[config.mk]
export PLATFORM = sky130hd
export DESIGN_NAME = arc_cell
export DESIGN_NICKNAME = d
export VERILOG_FILES = /design/src/sv/arc_pkg.sv /design/src/sv/arc_cell.sv
export SDC_FILE = /design/constraint.sdc
export NUM_CORES = 1
export LEC_CHECK = 0
export BUFFER_PORTS_ARGS = -buffer_cell sky130_fd_sc_hd__buf_2
export CORE_AREA = 2 2 122 112
export DETAILED_ROUTE_END_ITERATION = 12
export DIE_AREA = 0 0 124 114
export PLACE_DENSITY = 0.88
export SLEW_MARGIN = 40
export SYNTH_ARGS = -nofsm -noshare
export SYNTH_HDL_FRONTEND = slang
export SYNTH_SLANG_ARGS = --single-unit
[constraint.sdc]
create_clock -name i_clk -period 3.1 [get_ports i_clk]
set_input_delay 0.62 -clock i_clk [delete_from_list [all_inputs] [get_ports i_clk]]
set_output_delay 0.62 -clock i_clk [all_outputs]
set_load 0.05 [all_outputs]
[src/sv/arc_pkg.sv]
// shared types and constants for the arp responder with address cache
// no dependencies; imported by every module of the block
package arc_pkg;

    localparam int ARC_CACHE_ENTRIES = 16;

    localparam logic [1:0] CMD_RX      = 2'd0;
    localparam logic [1:0] CMD_LOOKUP  = 2'd1;
    localparam logic [1:0] CMD_REQUEST = 2'd2;

    localparam logic [1:0] KIND_NONE    = 2'd0;
    localparam logic [1:0] KIND_REPLY   = 2'd1;
    localparam logic [1:0] KIND_REQUEST = 2'd2;
    localparam logic [1:0] KIND_LOOKUP  = 2'd3;

    localparam logic [1:0] OPC_NONE    = 2'd0;
    localparam logic [1:0] OPC_REQUEST = 2'd1;
    localparam logic [1:0] OPC_REPLY   = 2'd2;

    localparam logic [15:0] HTYPE_ETHERNET = 16'h0001;
    localparam logic [15:0] PTYPE_IPV4     = 16'h0800;
    localparam logic [15:0] RX_OP_REQUEST  = 16'h0001;
    localparam logic [10:0] MIN_ARP_LENGTH = 11'd28;

    localparam logic [47:0] MAC_BROADCAST = 48'hFFFF_FFFF_FFFF;

    localparam logic CFG_OWN_MAC = 1'b0;
    localparam logic CFG_OWN_IP  = 1'b1;

    typedef struct packed {
        logic [1:0]  command;
        logic [10:0] packet_length;
        logic [15:0] hardware_type;
        logic [15:0] protocol_type;
        logic [15:0] operation;
        logic [47:0] sender_mac;
        logic [31:0] sender_ip;
        logic [31:0] target_ip;
    } t_arp_req;

    typedef struct packed {
        logic [1:0]  result_kind;
        logic        lookup_hit;
        logic [47:0] found_mac;
        logic [47:0] frame_dest_mac;
        logic [1:0]  arp_opcode;
        logic [47:0] arp_target_mac;
        logic [31:0] arp_target_ip;
    } t_arp_res;

    // search token walking down the cell row
    typedef struct packed {
        logic        valid;
        logic [31:0] key;
        logic        hit;
        logic        free_seen;
        logic [47:0] hit_mac;
    } t_tok;

    // write broadcast to all cells once the token has left the row
    typedef struct packed {
        logic        merge;
        logic        add;
        logic [47:0] mac;
        logic [31:0] ip;
    } t_commit;

    typedef enum logic [1:0] {
        ST_IDLE,
        ST_SCAN,
        ST_DONE
    } t_state;

endpackage

[src/sv/arc_cell.sv]
// one cache entry of the arp cache row: compares the passing token and
// applies the commit broadcast; depends on arc_pkg
module arc_cell import arc_pkg::*; (
    input  logic    i_clk,
    input  logic    i_rst_n,
    input  t_tok    i_tok,
    input  t_commit i_commit,
    output t_tok    o_tok
);

    logic [31:0] r_ip;
    logic [47:0] r_mac;
    logic        r_mark_hit;
    logic        r_mark_free;
    t_tok        r_tok;
    logic        match;
    logic        is_free;
    logic        first_hit;
    logic        first_free;

    // ip zero is a free slot and never matches
    assign match      = i_tok.valid && (i_tok.key != 32'd0) && (r_ip == i_tok.key);
    assign is_free    = i_tok.valid && (r_ip == 32'd0);
    assign first_hit  = match && !i_tok.hit;
    assign first_free = is_free && !i_tok.free_seen;

    always_ff @(posedge i_clk) begin
        if (!i_rst_n) begin
            r_ip        <= 32'd0;
            r_mac       <= 48'd0;
            r_mark_hit  <= 1'b0;
            r_mark_free <= 1'b0;
            r_tok       <= '0;
        end else begin
            r_tok.valid     <= i_tok.valid;
            r_tok.key       <= i_tok.key;
            r_tok.hit       <= i_tok.hit | match;
            r_tok.free_seen <= i_tok.free_seen | is_free;
            r_tok.hit_mac   <= first_hit ? r_mac : i_tok.hit_mac;
            if (i_tok.valid) begin
                r_mark_hit  <= first_hit;
                r_mark_free <= first_free;
            end
            if (i_commit.add && r_mark_free) begin
                r_ip <= i_commit.ip;
            end
            if ((i_commit.merge && r_mark_hit) || (i_commit.add && r_mark_free)) begin
                r_mac <= i_commit.mac;
            end
        end
    end

    assign o_tok = r_tok;

endmodule

==> results.yml <==
finish:
  regArea_sq_um: 3300
  area_delta_synth_final_pct: 30.0
  multi_input_area_sq_um: 3140
  fillers: 1031
  fin_area_sq_um: 8730
  fin_nets: 1116
  final_common_cell: "buf_2"
  drive_above_1_share_pct: 32.1
  final_cell_mix: "buf_2 (248), dfxtp_1 (165), nand2_1 (163), a21boi_1 (69), a21boi_0 (60)"
floorplan:
  num_rows: 40
  start_util_pct: 51.6
  io_pins: 250
  core_area_sq_um: 13000
  die_w_um: 124
  dieArea_sq_um: 14100
  die_y_um: 114
clocking:
  cts_num_sinks: 165
  cts_setup_buffers: 0
  clkTransAtPathRegs_ns: 0.06
  cts_resized: 0
  cts-buffers-inserted: 17
  hold_buffers: 0
  htree_levels: 4
  tritoncts: "built"
  cts-root-buf: "clkbuf_16"
  clock_latency_ns: 0.43
  cts_buffer_depth: 2
logic_synthesis:
  synth_cells: 734
  yosys.area.top_type: "dfxtp_1"
  synth_cell_types: 29
  ys_seq_elements: 165
  synth_nets: 901
  yosysWarnings: 0
  netlist_area_sq_um: 6720
  syn_avg_cell_area_sq_um: 9.15
  ys_seq_area_share_pct: 49.2
  synth_top_area_share_pct: 49.2
  synth_area_leaders: "dfxtp_1 (49%), nand2_1 (9.2%), a21boi_1 (7.7%), a21boi_0 (6.7%), nand4_1 (4.8%)"
worst_setup_path:
  crit_fanout: 19
  crit_path_top_delay_cell: "nor4_1"
  crit_type: "in2reg"
  path_delay_family: "simple AND/OR/NAND/NOR gates"
  critical-path-max-stage-delay_ns: 0.59
  path_cells: "buf_2, nor4_1, nand4_1, o2111ai_4, buf_12, o31ai_1, a21boi_1"
  arrival_ns: 2.71
  crit_buf_inv: 2
  required_ns: 3.45
  endpoint_kind: "register"
  start_kind: "primary input"
place:
  dp_hpwl_mm: 13.3
  place_area_sq_um: 8090
  gp_congestion: 0.942
  io_buffers: 249
route:
  routed_via_density: 5.58
  drc: 0
  firstDrtPassIters: 4
  dr_total_vias: 6313
  ant_nets: 0
  initialDrtViolationCount: 553
  routed_wl_mm: 20.1
  wire_per_inst_um: 17.7
timing:
  tns_ns: 0
  layout_min_cycle_time_ns: 2.36
  fmax_ghz: 0.424
  skew_ns: 0.0119
  tightestPinTransition_ns: 0.642
  fin_crit_sh_pct: 76.0
  setup_violations: 0
  drv_slew: 0
  rsz0062_at_grt: "false"
  hold_violations: 0
  relSlewSlack_pct: 56.8
job:
  maxCapViolCount: 0
pwr:
  finalPower_mw: 5.26
  power_density_nw_per_um2: 602
  ir_drop_v: 0.000500
  p_leak_nw: 3.64
global_routing:
  grt_max_degree: 80
  grt_antenna_before_repair: 2
  grt_pass1_vias: 6024
  grt_usage_pct: 28.0
  overflow: 0
  grt_pass1_wl_mm: 30.5
outcome:
  outcome: "finished, final reports clean"
min_path:
  hold_class: "in2reg"
## area by class of cell
cell class,instances,share of cell area (%)
antenna,2,0.0573
timing repair buffer,263,16.4
clock buffer,24,5.40
clock inverter,8,1.96
multi-input combinational,502,36.0
tap,168,2.41
sequential,165,37.8
## where the power goes
part	switching (mW)	internal [mW]	leakage, nW
logic	0.451	0.234	1.97
registers	0.0499	2.22	1.35
clock network	0.828	1.47	0.309
## metal layers
metal  track usage, %  vias to the layer above  routed length (um)
met4             13.2                        0                 672
met3             6.85                       53                1470
met1             35.3                     2975                8430
met5                0                        -                   0
met2             45.1                      283                9480
li1                 -                     3002                   -
## cells in the mapped netlist (all sizes together)
master / count
and4: 1
clkbuf: 41
o2111ai: 1
and2: 34
o2111a: 1
o31ai: 48
nor4: 23
xor2: 31
nor3: 4
buf: 26
nand3: 4
nand2b: 1
nor2b: 1
dfxtp: 165
a21boi: 129
a21oi: 1
and3: 1
o21a: 3
xnor2: 1
nand4: 52
nor2: 1
nor4b: 1
nand2: 164
## path summary, 6_finish.rpt
check / startpoint / endpoint / slack [ns] / depth (start not counted)
worst max-delay path: i_tok[75] / o_tok[1] / 0.74 / 7
worst min-delay path: i_tok[48] / o_tok[48] / 0.42 / 2
worst max register to register: r_ip[15] / o_tok[44] / 0.90 / 6
worst min register to register: r_mac[36] / r_mac[36] / 0.45 / 2
## kinds of logic (layout without fill, tap and decap cells)
logic type / Yosys count / after routing / share of synthesized area, %
compound gates: 183 / 183 / 21.2
xor+xnor: 32 / 32 / 4.17
buf+inv: 67 / 295 / 4.73
flops: 165 / 165 / 49.2
other cells: 0 / 2 / 0
simple gates: 287 / 287 / 20.8
## worst reg2reg max path, cell delays in order (launching register included)
cell	delay (ns)
dfxtp_1	0.34
xor2_1	0.18
nor4_2	0.47
and3_2	0.53
buf_12	0.26
nand4_1	0.19
a21boi_1	0.17
## registers in the layout (all words and copies together), names as in the netlist
signal and count:
r_mac 48, r_mark_hit 1, r_mark_free 1, o_tok 83, r_ip 32
## stage by stage
step                hold slack [ns]  std cells  worst slack, ns  util (%)
floorplan                     0.431        734             1.11         -
detailed placement            0.444       1098            0.431      62.1
global route                  0.428       1132            0.679      67.1
finish                        0.420       1132            0.743      67.1
CTS                           0.403       1130            0.804      67.1
global placement              0.437       1098            0.468      62.1
(Power assumes the default switching activity.)
